## config.mk

```make
export PLATFORM = sky130hd
export DESIGN_NAME = nec_ir_edge_decoder
export DESIGN_NICKNAME = d
export VERILOG_FILES = /design/src/rtl/core/ned_pkg.sv /design/src/rtl/core/nec_ir_edge_decoder.sv /design/src/rtl/core/ned_cfg_regs.sv /design/src/rtl/core/ned_core.sv
export SDC_FILE = /design/constraint.sdc
export NUM_CORES = 1
export LEC_CHECK = 0
export CAP_MARGIN = 0
export CORE_AREA = 3 3 207 128
export CTS_CLUSTER_DIAMETER = 50
export DETAILED_ROUTE_END_ITERATION = 12
export DIE_AREA = 0 0 210 131
export DONT_BUFFER_PORTS = 1
export GPL_ROUTABILITY_DRIVEN = 0
export PLACE_DENSITY = 0.7
export RECOVER_POWER = 100
export SLEW_MARGIN = 20
export SYNTH_ARGS = -nofsm -noshare
export SYNTH_HDL_FRONTEND = slang
export SYNTH_SLANG_ARGS = --single-unit
```

## constraint.sdc

```tcl
create_clock -name clk_i -period 10 [get_ports clk_i]
set_input_delay 0.5 -clock clk_i [delete_from_list [all_inputs] [get_ports clk_i]]
set_output_delay 0.5 -clock clk_i [all_outputs]
set_load 0.02 [all_outputs]
```

## src/rtl/core/ned_pkg.sv

```systemverilog
// Package for the NEC infrared edge decoder: types, register indexes,
// reset values and widths. No dependencies.
`default_nettype none
package ned_pkg;

  localparam int unsigned FRAME_BITS = 32;
  localparam int unsigned CODE_W     = 32;
  localparam int unsigned STAMP_W    = 16;
  localparam int unsigned BIT_CNT_W  = $clog2(FRAME_BITS + 1);
  localparam int unsigned CFG_IDX_W  = 4;
  localparam int unsigned CFG_DATA_W = 16;

  // register indexes on the configuration channel
  localparam logic [CFG_IDX_W-1:0] REG_LEADER_LOW_MIN  = 4'd0;
  localparam logic [CFG_IDX_W-1:0] REG_LEADER_LOW_MAX  = 4'd1;
  localparam logic [CFG_IDX_W-1:0] REG_LEADER_HIGH_MIN = 4'd2;
  localparam logic [CFG_IDX_W-1:0] REG_LEADER_HIGH_MAX = 4'd3;
  localparam logic [CFG_IDX_W-1:0] REG_SHORT_MIN       = 4'd4;
  localparam logic [CFG_IDX_W-1:0] REG_SHORT_MAX       = 4'd5;
  localparam logic [CFG_IDX_W-1:0] REG_LONG_MIN        = 4'd6;
  localparam logic [CFG_IDX_W-1:0] REG_LONG_MAX        = 4'd7;

  localparam logic [CFG_DATA_W-1:0] RST_LEADER_LOW_MIN  = 16'd8000;
  localparam logic [CFG_DATA_W-1:0] RST_LEADER_LOW_MAX  = 16'd10000;
  localparam logic [CFG_DATA_W-1:0] RST_LEADER_HIGH_MIN = 16'd3500;
  localparam logic [CFG_DATA_W-1:0] RST_LEADER_HIGH_MAX = 16'd5500;
  localparam logic [CFG_DATA_W-1:0] RST_SHORT_MIN       = 16'd300;
  localparam logic [CFG_DATA_W-1:0] RST_SHORT_MAX       = 16'd900;
  localparam logic [CFG_DATA_W-1:0] RST_LONG_MIN        = 16'd1000;
  localparam logic [CFG_DATA_W-1:0] RST_LONG_MAX        = 16'd2000;

  typedef struct packed {
    logic [CFG_DATA_W-1:0] leader_low_min;
    logic [CFG_DATA_W-1:0] leader_low_max;
    logic [CFG_DATA_W-1:0] leader_high_min;
    logic [CFG_DATA_W-1:0] leader_high_max;
    logic [CFG_DATA_W-1:0] short_min;
    logic [CFG_DATA_W-1:0] short_max;
    logic [CFG_DATA_W-1:0] long_min;
    logic [CFG_DATA_W-1:0] long_max;
  } ned_cfg_t;

  typedef struct packed {
    logic               cmd;
    logic               pin_level;
    logic [STAMP_W-1:0] timestamp;
  } ned_item_t;

  typedef struct packed {
    logic [CODE_W-1:0] code;
    logic              code_ready;
    logic              frame_done;
  } ned_result_t;

  typedef enum logic [1:0] {
    PH_LEADER_LOW  = 2'd0,
    PH_LEADER_HIGH = 2'd1,
    PH_MARK        = 2'd2,
    PH_SPACE       = 2'd3
  } ned_phase_e;

  localparam logic CMD_EDGE = 1'b0;
  localparam logic CMD_TAKE = 1'b1;

endpackage
`default_nettype wire

```

## src/rtl/core/nec_ir_edge_decoder.sv

```systemverilog
// NEC infrared edge decoder, top level: input register, step core, result register.
// Depends on ned_pkg, ned_cfg_regs and ned_core.
//
// Usage: each request on the slave stream is either an edge event (tuser = 0,
// tdata carries pin level and 16-bit tick timestamp) or a take command
// (tuser = 1, clears the ready flag). Every request yields exactly one result
// on the master stream: the held 32-bit code in tdata, code_ready and
// frame_done in tuser.
// The accepting edge loads the input register; the result register loads when the
// result slot is free, which a stalled master stream holds back.
// Throughput: one request per cycle unless the master stream stalls; the step is a
// 16-bit subtract, eight 16-bit compares and a shift between the two registers.
// Window registers are written on the config channel (index 0..7, higher
// indexes ignored); cfg_ready_o is always high. Write only when idle.
// Reset: windows return to their defaults, the decoder waits for a leader,
// code and stamp read zero, and both streams come up empty.
// Stall: while the receiver holds tready low the result register keeps its
// value; one more request may sit in the input register, then tready drops.
`default_nettype none
module nec_ir_edge_decoder (
  input  wire logic                           clk_i,
  input  wire logic                           rst_ni,
  // slave stream
  input  wire logic                           s_axis_tvalid,
  output logic                                s_axis_tready,
  input  wire logic [23:0]                    s_axis_tdata,  // [0] pin_level, [16:1] timestamp
  input  wire logic                           s_axis_tuser,  // [0] cmd
  // master stream
  output logic                                m_axis_tvalid,
  input  wire logic                           m_axis_tready,
  output logic [31:0]                         m_axis_tdata,  // [31:0] code
  output logic [1:0]                          m_axis_tuser,  // [0] code_ready, [1] frame_done
  // config write channel
  input  wire logic                           cfg_valid_i,
  output logic                                cfg_ready_o,
  input  wire logic [ned_pkg::CFG_IDX_W-1:0]  cfg_index_i,
  input  wire logic [ned_pkg::CFG_DATA_W-1:0] cfg_data_i
);
  import ned_pkg::*;

  ned_cfg_t    cfg;
  ned_item_t   item_q;
  logic        in_vld_q;
  ned_result_t res_d, res_q;
  logic        out_vld_q;
  logic        advance;
  logic        in_take;

  assign cfg_ready_o = 1'b1;

  ned_cfg_regs u_cfg (
    .clk_i     (clk_i),
    .rst_ni    (rst_ni),
    .wr_en_i   (cfg_valid_i),
    .wr_idx_i  (cfg_index_i),
    .wr_data_i (cfg_data_i),
    .cfg_o     (cfg)
  );

  // item in the input register moves on when the result slot frees up
  assign advance       = in_vld_q && (!out_vld_q || m_axis_tready);
  assign s_axis_tready = !in_vld_q || advance;
  assign in_take       = s_axis_tvalid && s_axis_tready;

  always_ff @(posedge clk_i or negedge rst_ni) begin
    if (!rst_ni) begin
      in_vld_q <= 1'b0;
    end else if (s_axis_tready) begin
      in_vld_q <= s_axis_tvalid;
    end
  end

  always_ff @(posedge clk_i) begin
    if (in_take) begin
      item_q.cmd       <= s_axis_tuser;
      item_q.pin_level <= s_axis_tdata[0];
      item_q.timestamp <= s_axis_tdata[STAMP_W:1];
    end
  end

  ned_core u_core (
    .clk_i    (clk_i),
    .rst_ni   (rst_ni),
    .cfg_i    (cfg),
    .item_i   (item_q),
    .step_i   (advance),
    .result_o (res_d)
  );

  always_ff @(posedge clk_i or negedge rst_ni) begin
    if (!rst_ni) begin
      out_vld_q <= 1'b0;
    end else if (!out_vld_q || m_axis_tready) begin
      out_vld_q <= in_vld_q;
    end
  end

  always_ff @(posedge clk_i) begin
    if (advance) begin
      res_q <= res_d;
    end
  end

  assign m_axis_tvalid   = out_vld_q;
  assign m_axis_tdata    = res_q.code;
  assign m_axis_tuser[0] = res_q.code_ready;
  assign m_axis_tuser[1] = res_q.frame_done;

endmodule
`default_nettype wire

```

## src/rtl/core/ned_cfg_regs.sv

```systemverilog
// Window register file of the NEC edge decoder, written over the config channel.
// Depends on ned_pkg.
`default_nettype none
module ned_cfg_regs (
  input  wire logic                             clk_i,
  input  wire logic                             rst_ni,
  input  wire logic                             wr_en_i,
  input  wire logic [ned_pkg::CFG_IDX_W-1:0]    wr_idx_i,
  input  wire logic [ned_pkg::CFG_DATA_W-1:0]   wr_data_i,
  output ned_pkg::ned_cfg_t                     cfg_o
);
  import ned_pkg::*;

  ned_cfg_t cfg_q;

  always_ff @(posedge clk_i or negedge rst_ni) begin
    if (!rst_ni) begin
      cfg_q.leader_low_min  <= RST_LEADER_LOW_MIN;
      cfg_q.leader_low_max  <= RST_LEADER_LOW_MAX;
      cfg_q.leader_high_min <= RST_LEADER_HIGH_MIN;
      cfg_q.leader_high_max <= RST_LEADER_HIGH_MAX;
      cfg_q.short_min       <= RST_SHORT_MIN;
      cfg_q.short_max       <= RST_SHORT_MAX;
      cfg_q.long_min        <= RST_LONG_MIN;
      cfg_q.long_max        <= RST_LONG_MAX;
    end else if (wr_en_i) begin
      case (wr_idx_i)
        REG_LEADER_LOW_MIN:  cfg_q.leader_low_min  <= wr_data_i;
        REG_LEADER_LOW_MAX:  cfg_q.leader_low_max  <= wr_data_i;
        REG_LEADER_HIGH_MIN: cfg_q.leader_high_min <= wr_data_i;
        REG_LEADER_HIGH_MAX: cfg_q.leader_high_max <= wr_data_i;
        REG_SHORT_MIN:       cfg_q.short_min       <= wr_data_i;
        REG_SHORT_MAX:       cfg_q.short_max       <= wr_data_i;
        REG_LONG_MIN:        cfg_q.long_min        <= wr_data_i;
        REG_LONG_MAX:        cfg_q.long_max        <= wr_data_i;
        default: ;  // unmapped index, dropped
      endcase
    end
  end

  assign cfg_o = cfg_q;

endmodule
`default_nettype wire

```

## src/rtl/core/ned_core.sv

```systemverilog
// Decoder state and per-edge step logic: interval, window checks, phase walk,
// shift register and held code. Depends on ned_pkg.
`default_nettype none
module ned_core (
  input  wire logic         clk_i,
  input  wire logic         rst_ni,
  input  wire ned_pkg::ned_cfg_t    cfg_i,
  input  wire ned_pkg::ned_item_t   item_i,
  input  wire logic         step_i,
  output ned_pkg::ned_result_t result_o
);
  import ned_pkg::*;

  ned_phase_e             phase_q, phase_d;
  logic [BIT_CNT_W-1:0]   cnt_q, cnt_d;
  logic [FRAME_BITS-1:0]  shift_q, shift_d;
  logic [STAMP_W-1:0]     stamp_q, stamp_d;
  logic [CODE_W-1:0]      held_q, held_d;
  logic                   ready_q, ready_d;
  logic                   frame_end;

  logic [STAMP_W-1:0]     dticks;
  logic [STAMP_W-1:0]     dus;
  logic                   in_leader_low, in_leader_high, in_short, in_long;
  logic [FRAME_BITS-1:0]  shifted;
  logic [BIT_CNT_W-1:0]   cnt_inc;

  // interval in microseconds, mod 2^16 before and after the times four
  assign dticks = item_i.timestamp - stamp_q;
  assign dus    = {dticks[STAMP_W-3:0], 2'b00};

  assign in_leader_low  = (dus > cfg_i.leader_low_min)  && (dus < cfg_i.leader_low_max);
  assign in_leader_high = (dus > cfg_i.leader_high_min) && (dus < cfg_i.leader_high_max);
  assign in_short       = (dus > cfg_i.short_min)       && (dus < cfg_i.short_max);
  assign in_long        = (dus > cfg_i.long_min)        && (dus < cfg_i.long_max);

  // long window wins over short
  assign shifted = {shift_q[FRAME_BITS-2:0], in_long};
  assign cnt_inc = BIT_CNT_W'(cnt_q + 1'b1);

  always_comb begin
    phase_d   = phase_q;
    cnt_d     = cnt_q;
    shift_d   = shift_q;
    stamp_d   = stamp_q;
    held_d    = held_q;
    ready_d   = ready_q;
    frame_end = 1'b0;
    if (step_i) begin
      if (item_i.cmd == CMD_TAKE) begin
        ready_d = 1'b0;
      end else begin
        stamp_d = item_i.timestamp;
        case (phase_q)
          PH_LEADER_LOW: begin
            if (item_i.pin_level && in_leader_low) begin
              phase_d = PH_LEADER_HIGH;
              cnt_d   = '0;
              shift_d = '0;
            end
          end
          PH_LEADER_HIGH: begin
            phase_d = (!item_i.pin_level && in_leader_high) ? PH_MARK : PH_LEADER_LOW;
          end
          PH_MARK: begin
            phase_d = (item_i.pin_level && in_short) ? PH_SPACE : PH_LEADER_LOW;
          end
          PH_SPACE: begin
            if (item_i.pin_level || !(in_long || in_short)) begin
              phase_d = PH_LEADER_LOW;
            end else begin
              shift_d = shifted;
              cnt_d   = cnt_inc;
              if (cnt_inc >= BIT_CNT_W'(FRAME_BITS)) begin
                held_d    = CODE_W'(shifted);
                ready_d   = 1'b1;
                frame_end = 1'b1;
                phase_d   = PH_LEADER_LOW;
              end else begin
                phase_d = PH_MARK;
              end
            end
          end
          default: phase_d = PH_LEADER_LOW;
        endcase
      end
    end
  end

  always_comb begin
    result_o.code       = held_d;
    result_o.code_ready = ready_d;
    result_o.frame_done = frame_end;
  end

  always_ff @(posedge clk_i or negedge rst_ni) begin
    if (!rst_ni) begin
      phase_q <= PH_LEADER_LOW;
      cnt_q   <= '0;
      shift_q <= '0;
      stamp_q <= '0;
      held_q  <= '0;
      ready_q <= 1'b0;
    end else begin
      phase_q <= phase_d;
      cnt_q   <= cnt_d;
      shift_q <= shift_d;
      stamp_q <= stamp_d;
      held_q  <= held_d;
      ready_q <= ready_d;
    end
  end

endmodule
`default_nettype wire
```

Word level (Yosys, flattened, before mapping)
Cells that the tools add are included.
{"block": "totals", "regBits": 266, "input_bits": 50, "out_inout_bits": 37, "word_cells": 102}
{"block": "classes", "add_sub_neg": 2, "magnitude_cmp": 9, "eq_ne": 12, "n_mux": 23, "bitwise": 2, "n_reduce_logical": 32}
{"cell": "32-bit 2-to-1 mux", "n": 5}
{"cell": "16-bit > comparator", "n": 4}
{"cell": "16-bit < comparator", "n": 4}
{"cell": "31-bit 2-to-1 mux", "n": 2}
{"cell": "31-bit one-hot mux with 2 select lines", "n": 1}
{"cell": "2-bit AND reduction", "n": 9}
{"cell": "4-bit by 3-bit == test with 1-bit output (second input constant)", "n": 4}
{"cell": "14-bit subtractor", "n": 1}
{"cell": "6-bit 2-to-1 mux", "n": 2}
{"cell": "6-bit one-hot mux with 2 select lines", "n": 1}
{"cell": "2-bit 2-to-1 mux", "n": 5}
{"cell": "1-bit logical AND", "n": 9}
{"cell": "4-bit by 2-bit == test with 1-bit output (second input constant)", "n": 2}
{"cell": "2-bit one-hot mux with 4 select lines", "n": 1}
{"cell": "6-bit by 1-bit adder with 6-bit output (second input constant)", "n": 1}
{"cell": "6-bit >= comparator (second input constant)", "n": 1}
{"cell": "1-bit 2-to-1 mux", "n": 6}
{"cell": "5-bit AND reduction", "n": 1}
{"cell": "2-bit == test (second input constant)", "n": 2}
{"cell": "4-bit by 1-bit == test with 1-bit output (second input constant)", "n": 1}
{"cell": "1-bit zero test", "n": 4}
{"cell": "4-bit zero test", "n": 1}
{"cell": "1-bit logical OR", "n": 4}
{"cell": "3-bit AND reduction", "n": 1}
{"cell": "other kinds (7)", "n": 8}

Longest topological paths before layout
{"block": "depth", "word_depth": 10, "ltp_mapped": 20, "mapped_depth_nobuf": 18}

Cells and area by module
Synthesis repeated with hierarchy kept, for this count alone.
{"block": "hier_totals", "cells_unflattened": 1068, "hier_area_um2": 13489.2}
{"module": "ned_core", "instances": 1, "cells_each": 726, "area_each_um2": 6860.3, "seq_area_each_um2": 2152.1}
{"module": "ned_cfg_regs", "instances": 1, "cells_each": 280, "area_each_um2": 4952.2, "seq_area_each_um2": 3260.6}
{"module": "nec_ir_edge_decoder", "instances": 1, "cells_each": 62, "area_each_um2": 1676.6, "seq_area_each_um2": 1611.5}

Worst setup path before layout
No wires, ideal clock.
{"block": "synth_timing", "path_kind": "register to register", "start": "reg item_q[2] in the netlist's numbering", "end": "reg res_q (netlist bit m_axis_tdata[11]), data pin", "setup_ps": 267, "arrival_ps": 4289, "required_ps": 9733, "slack_ps": 5445, "path_stages_with_launch": 18, "synth_period_minus_slack_ps": 4555, "cell_sequence": "edfxtp_1 ha_1 nor2b_1 o21a_1 o21ai_0 a21oi_1 a41o_1 o41a_1 xor2_1 ha_1 and4_1 a221oi_1 a211oi_2 a32o_1 buf_4 nand4_4 buf_6 mux2_1"}
{"element": "start, declared", "line": "nec_ir_edge_decoder.sv:42", "rtl": "ned_item_t item_q;"}
{"element": "end signal, assigned", "line": "nec_ir_edge_decoder.sv:100", "rtl": "res_q <= res_d;"}
{"element": "end, declared", "line": "nec_ir_edge_decoder.sv:44", "rtl": "ned_result_t res_d, res_q;"}

Final worst setup path
{"block": "layout_timing", "start": "reg item_q[0] in the netlist's numbering", "end": "reg u_core.cnt_q[3]"}
{"block": "layout_via", "elab_chain_cells": 8}
{"element": "14-bit subtractor (*)", "line": "ned_core.sv:29", "rtl": "assign dticks = item_i.timestamp - stamp_q;"}
{"element": "16-bit > comparator (tied with other cells)", "line": "ned_core.sv:35", "rtl": "assign in_long = (dus > cfg_i.long_min) && (dus < cfg_i.long_max);"}
{"element": "1-bit logical AND, on equally long branches", "line": "ned_core.sv:35, ned_core.sv:34"}
{"element": "1-bit logical OR", "line": "ned_core.sv:69", "rtl": "if (item_i.pin_level || !(in_long || in_short)) begin"}
{"element": "1-bit zero test", "line": "ned_core.sv:69"}
{"element": "1-bit logical OR", "line": "ned_core.sv:69"}
{"element": "2-bit != test (no line)"}
{"element": "5-bit AND reduction (no line) (*)"}
{"element": "end signal, assigned", "line": "ned_core.sv:106", "rtl": "cnt_q <= cnt_d;"}
{"element": "end, declared", "line": "ned_core.sv:15", "rtl": "logic [BIT_CNT_W-1:0] cnt_q, cnt_d;"}
Every way passes the cells marked *; elsewhere a longest branch is shown, timed or not.
A chain may end at the register's enable or synchronous reset.

==> qor.txt <==
status = finished, violations left
failing checks = max-capacitance violations, max-slew violations
# setup viols final = 0
Compound-Gate Fraction of Synth Area = 10.9%
Die Ht = 131 microns
Critical Path Sink Type = flop
wire per inst = 18.1 microns
I/O Buffers = 0
mux contribution to synthesized area = 9.54%
Min Clock Period, post-route = 7.59 ns
synthesized area = 13500 sq um
mean post-synth cell area = 11.1 sq um
# fillers = 2105
Die Footprint = 27500 sq um
Critical path origin = item_q[0]$_DFFE_PP_
Sink Count = 266
WP data required = 10.42 ns
post-synthesis xor/xnor area fraction = 0.777%
Hold WS = 0.0380 ns
Initial DRC Count = 495
placed wire-length estimate = 20000 microns
multi-input logic area = 5780 sq um
Top delay family on crit path = compound AO/OA/AOI/OAI gates
Synth warnings = 0
FMAX = 132 MHz
Max Fanout on Critical Path = 36
Vias/cell = 5.63
FF+latch area = 6960 sq um
Netlist cell types = 63
drt drc = 0
RSZ-0062 raised after global routing = no
Cell Count Post-Placement = 1526
Worst-Margin Slew = 3.76 ns
Worst slew margin = -151%
area of the core region = 24900 sq um
slowest stage delay, CP = 1.32 ns
GRT Total Usage = 21.1%
GRT overflow = 0
Post-Synth Adder-Cell Area = 12.2%
CTS H-tree depth = 1
maximum VDD drop = 0.190 mV
Slowest-stage cell, CP = clkbuf_1
Pre-antenna DRT Iters = 5
Clock Skew = 0.0184 ns
Pwr Total = 3.86 mW
Crit path buffers/inverters = 3
final instance area = 14800 sq um
Gate Count Post-Synth = 1217
clk root buf = clkbuf_16
largest family of logic cells by synthesized area = adder cells
static leakage = 6.71 nW
maxcap violations = 5
share of cells above drive strength 1 = 14.9%
PD cells = 261 nW/um^2
number of flops mapped to enable cells by yosys = 50
Post-synth ARST share = 81.2%
CTS Buf Count = 27
Final Cycle Share = 75.9%
crit path cell chain = inv_1 -> ha_1 -> fa_1 -> nor2b_1 -> o21a_1 -> o21ai_0 -> a21oi_1 -> a41o_1 -> o41a_1 -> xor2_1 -> buf_4 -> ha_1 -> nand4_1 -> nor3_1 -> o21ai_0 -> a211oi_1 -> a32o_1 -> clkbuf_1 -> nand3_2 -> o41ai_1
Antenna Diode Count = 0
post_cts resized = 0
area growth from synthesis to layout = 9.25%
Max clock buf depth = 3
postcts setup bufs = 0
io pins = 87
ANT nets after route = 0
hold path start = s_axis_tdata[4]
Syn Nets = 1398
number of core rows = 45
Final Non-Filler Cells = 1579
Final Hold Viols = 0
CTS tree = yes
first-pass GRT wire length = 46000 microns
WL final = 28500 microns
Seq/Total Area, Yosys = 51.5%
clock insertion delay at the later pin of the skew report = 0.56 ns
CP Class = reg -> reg
post-synthesis simple-gate area fraction = 9.99%
critical path startpoint category = flop
R2R Path Start = item_q[0]$_DFFE_PP_
critical path arrival = 8.01 ns
initial antenna violation count = 0
largest net degree at the start of global routing = 217
fin nets = 1410
Initial Utilization = 54.3%
Post-synth top flop = dfrtp_1
Hold Crit Class = in -> reg
DP Area = 13900 sq um
max-slew violation count = 202
clock transition at the registers of the reported paths = 0.06 ns
Sum Neg Setup Slack = 0 ns
DIE WIDTH = 210 microns
synthesis-stage register bit count = 266
via count = 8888
vias in the first global route = 8643
through the flow:
step	worst slack, ns	utilization, %
floorplan	5.44	-
global placement	4.07	55.9
detailed placement	3.95	55.9
CTS	3.92	59.8
global route	1.94	59.3
finish	2.41	59.3
power breakdown:
group	switching [mW]	internal, mW
Combinational	0.773	0.543
Sequential	0.119	1.35
Clock	0.425	0.650
worst paths after layout:
kind,slack (ns),to,depth (start not counted)
setup / recovery,2.41,u_core.cnt_q[3]$_DFFE_PN0P_,20
hold / removal,0.04,item_q[3]$_DFFE_PP_,0
setup reg to reg,2.41,u_core.cnt_q[3]$_DFFE_PN0P_,20
hold reg to reg,0.47,u_core.ready_q$_DFF_PN0_,2
max in group asynchronous,5.98,u_cfg.cfg_o[55]$_DFFE_PN0P_,2
min in group asynchronous,1.92,u_cfg.cfg_o[15]$_DFFE_PN0P_,2
logic make-up after synthesis:
kind of cell / count (synthesis)
other: 1
AOI/OAI and AO/OA: 231
muxes: 106
adders and majority gates: 131
xor gates and xnor gates: 12
DFF: 266
buffers and inverters: 177
and+or+nand+nor: 293
synthesized netlist by cell type (all sizes together) (9+ instances only):
cell type / instances / area, sq um
a21oi: 43 / 215
nand3: 18 / 90.1
mux2: 106 / 1290
o221ai: 30 / 263
o21ai: 94 / 470
a21o: 10 / 75.1
clkbuf: 32 / 120
nand2: 170 / 638
nor3: 12 / 60.1
dfstp: 46 / 1210
edfxtp: 50 / 1500
nand4: 20 / 140
inv: 138 / 518
xnor2: 9 / 78.8
nor2: 30 / 113
a211oi: 11 / 92.6
dfrtp: 170 / 4250
ha: 130 / 1630
what timing repair did:
item                                    4_1_cts  5_1_grt
hold endpoints to repair                    216       37
hold buffers                                  1        1
endpoints found under the setup margin        0        0
flip-flops by register name (all words and copies together), names as in the netlist:
| register | flops |
|---|---|
| u_core.stamp_q | 14 |
| item_q | 16 |
| m_axis_tvalid | 1 |
| u_core.cnt_q | 6 |
| u_core.held_q | 32 |
| u_core.phase_q | 2 |
| m_axis_tuser | 2 |
| in_vld_q | 1 |
| u_core.shift_q | 31 |
| u_core.ready_q | 1 |
| u_cfg.cfg_o | 128 |
| m_axis_tdata | 32 |
routing by layer:
layer | up-vias | wire [microns] | part of all wire [%] | GRT usage (%)
met4 | 0 | 528 | 1.9 | 4.20
met5 | - | 0 | 0 | 0
met2 | 174 | 11400 | 40 | 30.0
li1 | 4332 | - | - | -
met1 | 4340 | 15100 | 53 | 33.4
met3 | 42 | 1450 | 5.1 | 4.03
cells in the final DEF, fill, tap and decap left out, types with 4 or more instances in the layout:
master,count
a211oi_1,10
a21o_1,10
a21oi_1,43
and3_1,4
and4_1,5
buf_4,14
bufinv_16,5
clkbuf_1,14
clkbuf_16,27
clkinv_2,4
dfrtp_1,170
dfstp_2,46
edfxtp_1,50
ha_1,130
inv_1,138
mux2_1,29
mux2_2,77
nand2_1,170
nand2b_1,7
nand3_1,17
nand4_1,19
nor2_1,29
nor2b_1,7
nor3_1,12
nor3b_1,4
o211ai_1,5
o21a_1,5
o21ai_0,92
o221ai_1,30
xnor2_1,9
area by class of cell:
cell class | instances | share of cell area (%)
sequential | 266 | 47.1
multi-input combinational | 774 | 39.1
clock buffer | 38 | 5.05
inverter | 138 | 3.50
tap | 329 | 2.78
clock inverter | 12 | 1.32
timing repair buffer | 22 | 1.12
Note: power is estimated with default switching activity, not from simulation.
